===== src/sv/multiset_count_table_top_defines.svh =====
// Shared assertion macros for the counting table
`ifndef MULTISET_COUNT_TABLE_TOP_DEFINES_SVH
`define MULTISET_COUNT_TABLE_TOP_DEFINES_SVH

// Same-cycle implication, checked only outside reset
`define MCT_ASSERT_NOW(lbl, pre, post, msg) \
	lbl: assert property (@(posedge clk) disable iff (!arst_n) (pre) |-> (post)) else $error(msg);

// Next-cycle implication, checked only outside reset
`define MCT_ASSERT_NEXT(lbl, pre, post, msg) \
	lbl: assert property (@(posedge clk) disable iff (!arst_n) (pre) |=> (post)) else $error(msg);

`endif


===== src/sv/mct_pkg.sv =====
package mct_pkg;

	// Table geometry
	localparam int ENTRIES = 32;
	localparam int IDX_W   = $clog2(ENTRIES);

	// Field widths
	localparam int VALUE_W  = 8;
	localparam int COUNT_W  = 16;
	localparam int STATUS_W = 3;
	localparam int SLOT_W   = 5;

	localparam logic [COUNT_W-1:0] COUNT_MAX = '1;

	// Operation codes
	localparam logic OP_ADD    = 1'b0;
	localparam logic OP_REMOVE = 1'b1;

	// Result status codes
	localparam logic [STATUS_W-1:0] ST_NEW     = 3'd0;
	localparam logic [STATUS_W-1:0] ST_INC     = 3'd1;
	localparam logic [STATUS_W-1:0] ST_DEC     = 3'd2;
	localparam logic [STATUS_W-1:0] ST_REMOVED = 3'd3;
	localparam logic [STATUS_W-1:0] ST_MISSING = 3'd4;
	localparam logic [STATUS_W-1:0] ST_FULL    = 3'd5;

	typedef struct packed {
		logic               opcode;
		logic [VALUE_W-1:0] value;
	} req_t;

	typedef struct packed {
		logic [STATUS_W-1:0] status;
		logic [SLOT_W-1:0]   slot;
		logic [COUNT_W-1:0]  count_after;
	} rsp_t;

	// One table slot as held in memory
	typedef struct packed {
		logic [VALUE_W-1:0] value;
		logic [COUNT_W-1:0] count;
	} entry_t;

	// Microcode addresses
	typedef logic [1:0] mc_addr_t;
	localparam mc_addr_t PC_IDLE   = 2'd0;
	localparam mc_addr_t PC_SCAN   = 2'd1;
	localparam mc_addr_t PC_DRAIN  = 2'd2;
	localparam mc_addr_t PC_UPDATE = 2'd3;

	// Jump conditions
	typedef enum logic [1:0] {
		COND_NEVER,
		COND_ALWAYS,
		COND_NOT_START,
		COND_NOT_LAST
	} cond_t;

	// One control word
	typedef struct packed {
		cond_t    cond;
		mc_addr_t target;
		logic     load;
		logic     rd;
		logic     upd;
		logic     busy;
	} mc_word_t;

	// Datapath status back to the sequencer
	typedef struct packed {
		logic scan_last;
	} sts_t;

	// Control store
	function automatic mc_word_t mc_rom(input mc_addr_t pc);
		mc_word_t w;
		w = '{cond: COND_NEVER, target: PC_IDLE, load: 1'b0, rd: 1'b0,
			upd: 1'b0, busy: 1'b1};
		unique case (pc)
			PC_IDLE: begin
				w.cond   = COND_NOT_START;
				w.target = PC_IDLE;
				w.load   = 1'b1;
				w.busy   = 1'b0;
			end
			PC_SCAN: begin
				w.cond   = COND_NOT_LAST;
				w.target = PC_SCAN;
				w.rd     = 1'b1;
			end
			PC_DRAIN: begin
				w.cond = COND_NEVER;
			end
			PC_UPDATE: begin
				w.cond   = COND_ALWAYS;
				w.target = PC_IDLE;
				w.upd    = 1'b1;
			end
			default: begin
				w.cond   = COND_ALWAYS;
				w.target = PC_IDLE;
			end
		endcase
		return w;
	endfunction

endpackage


===== src/sv/multiset_count_table_top.sv =====
// A new request is taken only in the idle step; the scan reads one slot
// a cycle from the single-port slot memory, then one drain and one update step.
// busy is low only in the idle step, which is also the strobe cycle of the last result.
// Reset (arst_n low) empties the table and returns the sequencer to idle at once.
// The receiver cannot stall: done marks each result for one cycle only; result holds until the next update.
module multiset_count_table_top (
	input  logic           clk,
	input  logic           arst_n,
	input  logic           start,
	input  mct_pkg::req_t  request,
	output logic           busy,
	output logic           done,
	output mct_pkg::rsp_t  result
);
	import mct_pkg::*;

	mc_word_t ctl;
	sts_t     sts;

	mct_seq u_seq (
		.clk    (clk),
		.arst_n (arst_n),
		.start  (start),
		.sts    (sts),
		.ctl    (ctl)
	);

	mct_dp u_dp (
		.clk     (clk),
		.arst_n  (arst_n),
		.start   (start),
		.request (request),
		.ctl     (ctl),
		.sts     (sts),
		.done    (done),
		.result  (result)
	);

	assign busy = ctl.busy;

endmodule


===== src/sv/mct_seq.sv =====
module mct_seq (
	input  logic              clk,
	input  logic              arst_n,
	input  logic              start,
	input  mct_pkg::sts_t     sts,
	output mct_pkg::mc_word_t ctl
);
	import mct_pkg::*;

	mc_addr_t pc_q;
	mc_addr_t pc_next;
	logic     take_jump;

	// Fetch the control word for this step
	assign ctl = mc_rom(pc_q);

	// Evaluate the jump condition
	always_comb begin
		unique case (ctl.cond)
			COND_NEVER:     take_jump = 1'b0;
			COND_ALWAYS:    take_jump = 1'b1;
			COND_NOT_START: take_jump = !start;
			COND_NOT_LAST:  take_jump = !sts.scan_last;
			default:        take_jump = 1'b1;
		endcase
		pc_next = take_jump ? ctl.target : mc_addr_t'(pc_q + 2'd1);
	end

	// Advance the step counter
	always_ff @(posedge clk or negedge arst_n) begin
		if (!arst_n) begin
			pc_q <= PC_IDLE;
		end else begin
			pc_q <= pc_next;
		end
	end

endmodule


===== src/sv/mct_dp.sv =====
`include "multiset_count_table_top_defines.svh"

module mct_dp (
	input  logic              clk,
	input  logic              arst_n,
	input  logic              start,
	input  mct_pkg::req_t     request,
	input  mct_pkg::mc_word_t ctl,
	output mct_pkg::sts_t     sts,
	output logic              done,
	output mct_pkg::rsp_t     result
);
	import mct_pkg::*;

	// Slot storage and valid marks
	entry_t            mem [ENTRIES];
	logic [ENTRIES-1:0] valid_q;

	// Held request and scan trackers
	req_t               req_q;
	logic [IDX_W-1:0]   addr_q;
	logic               hit_q;
	logic [IDX_W-1:0]   hit_idx_q;
	logic [COUNT_W-1:0] hit_cnt_q;
	logic               free_q;
	logic [IDX_W-1:0]   free_idx_q;

	// Read stage
	entry_t             rdata_s1;
	logic [IDX_W-1:0]   idx_s1;
	logic               rd_s1;

	// Update decisions
	logic               we;
	logic [IDX_W-1:0]   wr_idx;
	entry_t             wr_data;
	logic               v_set;
	logic               v_clr;
	rsp_t               rsp;

	logic               done_q;
	rsp_t               result_q;

	assign sts.scan_last = (addr_q == IDX_W'(ENTRIES - 1));

	// Memory write and registered read
	always_ff @(posedge clk) begin
		if (we) begin
			mem[wr_idx] <= wr_data;
		end
		if (ctl.rd) begin
			rdata_s1 <= mem[addr_q];
			idx_s1   <= addr_q;
		end
	end

	// Track read stage occupancy
	always_ff @(posedge clk or negedge arst_n) begin
		if (!arst_n) begin
			rd_s1 <= 1'b0;
		end else begin
			rd_s1 <= ctl.rd;
		end
	end

	// Clear the trackers on a new request, step the scan address, flag first hit and first free slot
	always_ff @(posedge clk or negedge arst_n) begin
		if (!arst_n) begin
			addr_q <= '0;
			hit_q  <= 1'b0;
			free_q <= 1'b0;
		end else begin
			if (ctl.load && start) begin
				addr_q <= '0;
				hit_q  <= 1'b0;
				free_q <= 1'b0;
			end else if (ctl.rd) begin
				addr_q <= IDX_W'(addr_q + 1'b1);
			end
			if (rd_s1) begin
				if (valid_q[idx_s1]) begin
					if (!hit_q && rdata_s1.value == req_q.value) begin
						hit_q <= 1'b1;
					end
				end else if (!free_q) begin
					free_q <= 1'b1;
				end
			end
		end
	end

	// Payload side of the scan trackers
	always_ff @(posedge clk) begin
		if (ctl.load && start) begin
			req_q <= request;
		end
		if (rd_s1 && valid_q[idx_s1] && !hit_q && rdata_s1.value == req_q.value) begin
			hit_idx_q <= idx_s1;
			hit_cnt_q <= rdata_s1.count;
		end
		if (rd_s1 && !valid_q[idx_s1] && !free_q) begin
			free_idx_q <= idx_s1;
		end
	end

	// Decide the table change and the result
	always_comb begin
		we      = 1'b0;
		wr_idx  = hit_idx_q;
		wr_data = '{value: req_q.value, count: hit_cnt_q};
		v_set   = 1'b0;
		v_clr   = 1'b0;
		rsp     = '{status: ST_FULL, slot: '0, count_after: '0};
		if (req_q.opcode == OP_ADD) begin
			if (hit_q) begin
				rsp.slot = SLOT_W'(hit_idx_q);
				if (hit_cnt_q == COUNT_MAX) begin
					rsp.status      = ST_FULL;
					rsp.count_after = COUNT_MAX;
				end else begin
					we              = 1'b1;
					wr_data.count   = COUNT_W'(hit_cnt_q + 1'b1);
					rsp.status      = ST_INC;
					rsp.count_after = wr_data.count;
				end
			end else if (free_q) begin
				we              = 1'b1;
				v_set           = 1'b1;
				wr_idx          = free_idx_q;
				wr_data.count   = COUNT_W'(1);
				rsp.status      = ST_NEW;
				rsp.slot        = SLOT_W'(free_idx_q);
				rsp.count_after = COUNT_W'(1);
			end
		end else begin
			if (!hit_q) begin
				rsp.status = ST_MISSING;
			end else if (hit_cnt_q <= COUNT_W'(1)) begin
				we         = 1'b1;
				v_clr      = 1'b1;
				wr_data    = '0;
				rsp.status = ST_REMOVED;
				rsp.slot   = SLOT_W'(hit_idx_q);
			end else begin
				we              = 1'b1;
				wr_data.count   = COUNT_W'(hit_cnt_q - 1'b1);
				rsp.status      = ST_DEC;
				rsp.slot        = SLOT_W'(hit_idx_q);
				rsp.count_after = wr_data.count;
			end
		end
		we = we && ctl.upd;
	end

	// Valid marks and result strobe
	always_ff @(posedge clk or negedge arst_n) begin
		if (!arst_n) begin
			valid_q <= '0;
			done_q  <= 1'b0;
		end else begin
			done_q <= ctl.upd;
			if (ctl.upd && v_set) begin
				valid_q[wr_idx] <= 1'b1;
			end
			if (ctl.upd && v_clr) begin
				valid_q[wr_idx] <= 1'b0;
			end
		end
	end

	// Register the result for its strobe cycle; it holds until the next update
	always_ff @(posedge clk) begin
		if (ctl.upd) begin
			result_q <= rsp;
		end
	end

	assign done   = done_q;
	assign result = result_q;

	`MCT_ASSERT_NEXT(a_upd_strobes, ctl.upd, done_q, "update did not raise the strobe")
	`MCT_ASSERT_NOW(a_strobe_source, done_q, $past(ctl.upd), "strobe without an update")
	`MCT_ASSERT_NOW(a_hit_is_valid, ctl.upd && hit_q, valid_q[hit_idx_q], "hit on a free slot")
	`MCT_ASSERT_NOW(a_no_read_on_write, we, !ctl.rd, "memory written during the scan")

endmodule


===== config.mk =====
export PLATFORM = sky130hd
export DESIGN_NAME = multiset_count_table_top
export DESIGN_NICKNAME = d
export VERILOG_FILES = /design/src/sv/mct_pkg.sv /design/src/sv/multiset_count_table_top.sv /design/src/sv/mct_seq.sv /design/src/sv/mct_dp.sv
export VERILOG_INCLUDE_DIRS = /design/src /design/src/sv
export SDC_FILE = /design/constraint.sdc
export NUM_CORES = 1
export LEC_CHECK = 0
export BUFFER_PORTS_ARGS = -buffer_cell sky130_fd_sc_hd__buf_2
export CORE_MARGIN = 2
export CORE_UTILIZATION = 45
export DETAILED_ROUTE_END_ITERATION = 8
export PLACE_DENSITY = 0.66
export SLEW_MARGIN = 20
export SYNTH_ARGS = -nofsm -noshare
export SYNTH_HDL_FRONTEND = slang
export SYNTH_SLANG_ARGS = --single-unit

===== constraint.sdc =====
create_clock -name clk -period 5.4 [get_ports clk]
set_clock_uncertainty 0.15 [all_clocks]
set_input_delay 0.27 -clock clk [delete_from_list [all_inputs] [get_ports clk]]
set_output_delay 0.27 -clock clk [all_outputs]
set_load 0.005 [all_outputs]

== After elaboration in Yosys (flattened, before gate mapping) ==
Memories as Yosys holds them, arrays and structs flattened. A register that Yosys moved wholly into a read port is not among the register bits.
Index checks and enable logic that the tools add are counted.

* Bitwise gates (word level): 3
* Order comparisons: 4
* Add/subtract/negate cells: 4
* Reduce and logical (&&, ||, !) cells: 19
* Eq/ne operators: 9
* Mux-type cells: 55

{| class="wikitable"
|+ Operators by type and width
! cell !! count
|-
| $mux 16 || 6
|-
| $mux 24 || 4
|-
| $mux 32 || 2
|-
| $and 32x32->32 || 1
|-
| $not 32->32 || 1
|-
| $or 32x32->32 || 1
|-
| $mux 1 || 27
|-
| $mux 5 || 5
|-
| $mux 21 || 1
|-
| $add 16x1->16 const B || 1
|-
| $eq 16x16->1 const B || 1
|-
| $le 16x1->1 const B || 1
|-
| $mux 8 || 2
|-
| $sub 16x1->16 const B || 1
|-
| $lt 5x6->1 const B || 2
|-
| $logic_and 1x1->1 || 11
|-
| $eq 2x2->1 const B || 4
|-
| $eq 8x8->1 || 1
|-
| $pmux 2 s4 || 1
|-
| $mux 3 || 2
|-
| $mux 6 || 1
|-
| $add 5x1->5 const B || 1
|-
| $bmux 1 s5 || 1
|-
| $demux 1 s5 || 1
|-
| 9 further kinds || 15
|}

* Memories kept: 1
* Flip-flop bits (word level): 107
* Bits of input ports: 12
* RAM bits: 768
* Output and inout bits: 26
* Logic and storage cells: 111

{| class="wikitable"
|+ Memory list
! memory !! words !! bits a word !! rd ports !! clocked after Yosys merged registers in !! wr ports !! line !! text
|-
| u_dp.mem || 32 || 24 || 1 || 1 || 1 || mct_dp.sv:16 || <nowiki>entry_t mem [ENTRIES];</nowiki>
|}

== Longest topological paths before layout ==
* Depth in word-level cells: 11
* Depth in mapped cells: 10
* Gate-level depth less buffers: 7

== Hierarchy ==
Synthesis repeated with hierarchy kept, for this count alone.

* Cell total of the unflattened synthesis: 1727
* Area, all modules: 35693.0 sq um

{| class="wikitable"
|+ By module, submodules not included
! module !! area an instance (sq um) !! times used !! seq. area each (sq um) !! cells an instance
|-
| mct_dp || 35495.3 || 1 || 26730.6 || 1704
|-
| mct_seq || 197.7 || 1 || 50.0 || 23
|}

== Worst setup path before layout ==
No wires, ideal clock.

* Path type: reg-to-reg
* Start: register u_dp.hit_cnt_q[0]
* End: memory u_dp.mem[0][11] (netlist bit) (data pin)
* Cell stages (with the launch flop): 9
* Data required time: 4634 ps
* Period minus slack after synthesis: 4694 ps
* Setup time: 616 ps
* Arrival: 3928 ps
* Slack: 706 ps
* Path buffers: 3
* Path through: edfxtp_1 -> clkbuf_1 -> inv_1 -> ha_1 -> clkbuf_1 -> o21ai_0 -> o21ai_1 -> buf_2 -> o311ai_0

{| class="wikitable"
|+ RTL lines
! what !! line !! text
|-
| start, declared || mct_dp.sv:24 || <nowiki>logic [COUNT_W-1:0] hit_cnt_q;</nowiki>
|-
| start signal, assigned || mct_dp.sv:99 || <nowiki>hit_cnt_q <= rdata_s1.count;</nowiki>
|-
| end, declared || mct_dp.sv:16 ||
|}

== Worst setup path in the final report ==
* Start: register u_dp.hit_cnt_q[0]
* End: memory u_dp.mem[0][15] (netlist bit) (enable)

* Cells in the longest elaborated chain, start to end: 7

{| class="wikitable"
|+ Ends and longest elaborated chain
! what !! line !! text
|-
| $eq 16x16->1 || mct_dp.sv:117 || <nowiki>if (hit_cnt_q == COUNT_MAX) begin</nowiki>
|-
| $mux 1 || mct_dp.sv:117 ||
|-
| $mux 1 || mct_dp.sv:115 || <nowiki>if (hit_q) begin</nowiki>
|-
| $mux 1 || mct_dp.sv:114 || <nowiki>if (req_q.opcode == OP_ADD) begin</nowiki>
|-
| $logic_and 1x1->1 || mct_dp.sv:152 || <nowiki>we = we && ctl.upd;</nowiki>
|-
| $mux 1 || mct_dp.sv:48 || <nowiki>if (we) begin</nowiki>
|-
| $mux 1 (not written as such) || mct_dp.sv:49 || <nowiki>mem[wr_idx] <= wr_data;</nowiki>
|}

No other way between the ends.

==> flow_metrics.tcl <==
set metrics [dict create \
    cts_tree "done" \
    setup-violations-final 0 \
    arrival_ps 4290 \
    fin_tns_setup_ps 0 \
    yosysUniqueCellTypes 58 \
    p_per_area_nw_per_um2 457 \
    cts.sinks 899 \
    synth_seq_area_share_pct 75.2 \
    drtIter0Drc 1751 \
    nets 1856 \
    layout-drive-gt1-share_pct 29.8 \
    final.min_clock_period_ps 4150 \
    cts-hold-fix-buffers 11 \
    place_congestion 0.849 \
    syn_area_per_cell_um2 20.7 \
    syn-instance-count 1722 \
    dpl_worst_slack_ps 1420 \
    grt_pass1_vias 18220 \
    die_x_um 285 \
    place_hpwl_um 46100 \
    critPathMaxFanout 28 \
    final_core_util_pct 51.7 \
    synth-main-ff-cell "edfxtp_1" \
    ant_nets 0 \
    antennaDiodeCount 0 \
    area_growth_pct 14.2 \
    stdcell_count 2958 \
    drv_cap 0 \
    wirelength_um 80900 \
    status "finished, final reports clean" \
    routed_via_density 5.93 \
    postCtsSetupBuffers 0 \
    grt_max_degree 57 \
    synth-seq-cells 899 \
    layout_commonest_cell "edfxtp_1" \
    synth.net_count 1745 \
    syn-cell-area_um2 35600 \
    io_pins 38 \
    relSlewSlack_pct 25.0 \
    hp-class "in2reg" \
    grt_overflow 0 \
    wire_per_inst_um 27.3 \
    final_cell_mix "856 x edfxtp_1, 240 x mux4_2, 94 x clkbuf_16, 77 x a21oi_1, 63 x nor2_1" \
    clk_pin_slew_worst_paths_ps 60 \
    htreeDepth 3 \
    io_buffers 37 \
    yosysWarnings 0 \
    fillCellCount 6068 \
    synth_edf_count 856 \
    timing.fmax_mhz 241 \
    min_period_over_period_pct 76.8 \
    rsz0062_at_grt "no" \
    cts_buffer_depth 3 \
    design_area_um2 40700 \
    start_kind "register" \
    cts_buffers 91 \
    critical_path_class "reg2reg" \
    dieArea_um2 81400 \
    multi_input_area_um2 8680 \
    root_buffer "clkbuf_16" \
    setup_ws_ps 1250 \
    end_kind "register" \
    tightest_slew_ps 1120 \
    insertion_delay_ps 650 \
    crit_required_ps 5540 \
    slew_violations 0 \
    regArea_um2 26800 \
    route.detailed.drc 0 \
    finalHoldViolations 0 \
    detail_route.first_pass.iterations 6 \
    start_util_pct 45.2 \
    core_um2 78700 \
    vias 17542 \
    placedCellCount 2777 \
    power_leakage_nw 12.8 \
    synthArstFlopShare_pct 4.78 \
    placed_cell_area_um2 37600 \
    grt_usage_pct 20.0 \
    grt_pass1_wl_um 120000 \
    die_h_um 285 \
    antenna_found_initial 2 \
    ir_drop_uv 271 \
    std_cell_rows 103 \
    ctsResizeCount 0 \
]
[layout make-up]
| class | count | area share, % |
|---|---|---|
| well taps | 1050 | 3.23 |
| repair buffers | 116 | 2.23 |
| inverters | 19 | 0.175 |
| clock inverters | 55 | 1.23 |
| multi-input cells | 706 | 21.3 |
| clock buffers | 113 | 5.96 |
| flip-flops and latches | 899 | 65.9 |
[power by group]
part           leakage, nW  total, W  internal, W  switching, W
Combinational         3.05   0.00384      0.00182       0.00202
Sequential            8.33   0.00857      0.00826      0.000317
Clock                 1.42   0.00617      0.00357       0.00260
Total                 12.8    0.0186       0.0137       0.00494
[critical path, cell delays in order (launching register included)]
cell	delay, ps
edfxtp_1	570
ha_1	340
and3_1	250
nand2_1	130
nor2_1	80
a21oi_1	470
nand2_1	410
buf_4	400
nor3_2	550
buf_4	440
[layer usage]
| metal | global-route usage, % | routed length [um] |
|---|---|---|
| met4 | 7.91 | 2790 |
| met5 | 0 | 24 |
| met2 | 32.8 | 40000 |
| met3 | 3.21 | 4970 |
| met1 | 27.2 | 33100 |
[kinds of logic (layout without fill, tap and decap cells)]
logic type / Yosys count / count (layout) / share of synthesized area [%]
flip-flops: 899 / 899 / 75.2
multiplexers: 292 / 292 / 16.7
AND/OR/NAND/NOR: 217 / 217 / 2.97
AO/OA/AOI/OAI: 166 / 166 / 2.82
buffers and inverters: 117 / 303 / 1.44
XOR/XNOR: 20 / 20 / 0.492
adder cells (fa/ha/maj): 11 / 11 / 0.386
[worst paths after layout]
path / start / endpoint / slack [ps] / cells past startpoint
hold reg to reg: u_dp.rdata_s1[12]$_DFFE_PP_ / u_dp.hit_cnt_q[12]$_DFFE_PP_ / 270 / 0
setup / recovery: u_dp.hit_cnt_q[0]$_DFFE_PP_ / u_dp.mem[0][15]$_DFFE_PP_ / 1250 / 9
max in group asynchronous: arst_n / u_dp.addr_q[0]$_DFFE_PN0P_ / 4060 / 4
setup reg to reg: u_dp.hit_cnt_q[0]$_DFFE_PP_ / u_dp.mem[0][15]$_DFFE_PP_ / 1250 / 9
min in group asynchronous: arst_n / u_dp.valid_q[25]$_DFF_PN0_ / 520 / 3
hold / removal: request[2] / u_dp.req_q[2]$_DFFE_PP_ / 200 / 2
[cell usage after synthesis (all sizes together), types with 4 or more instances]
cell	number	area (um^2)
clkbuf	56	210
buf	42	230
nand3	22	110
xor2	6	52.6
xnor2	14	123
nor3b	4	35.0
dfrtp	43	1080
nand4	8	50.1
nand2	34	128
o22ai	5	31.3
a21oi	78	390
mux4	240	5410
nor3	45	225
nor4	6	43.8
inv	19	71.3
a21o	8	60.1
nor2	63	236
edfxtp	856	25700
o21ai	26	130
mux2i	25	250
nor2b	13	81.3
ha	11	138
o21a	5	37.5
a22o	7	61.3
mux2	27	304
and2	6	37.5
a22oi	4	30.0
a31oi	10	62.6
and3	5	31.3
[sequential cells by signal, indices dropped and copies added, names as in the netlist]
signal           count
u_dp.rdata_s1       24
u_dp.rd_s1           1
u_dp.hit_idx_q       5
u_dp.req_q           9
u_dp.idx_s1          5
u_dp.result         24
u_dp.free_idx_q      5
u_dp.hit_q           1
u_dp.done            1
u_dp.free_q          1
u_dp.hit_cnt_q      16
u_seq.pc_q           2
u_dp.valid_q        32
u_dp.mem           768
u_dp.addr_q          5
[stage by stage]
| stage | hold WS (ps) | total power [W] |
|---|---|---|
| final | 204 | 0.0186 |
| after global routing | 196 | 0.0192 |
| after CTS | 177 | 0.0188 |
| after detailed placement | 256 | 0.0126 |
| after global placement | 252 | 0.0125 |
| after floorplan | -176 | 0.0113 |
Note: power is estimated with default switching activity, not from simulation.
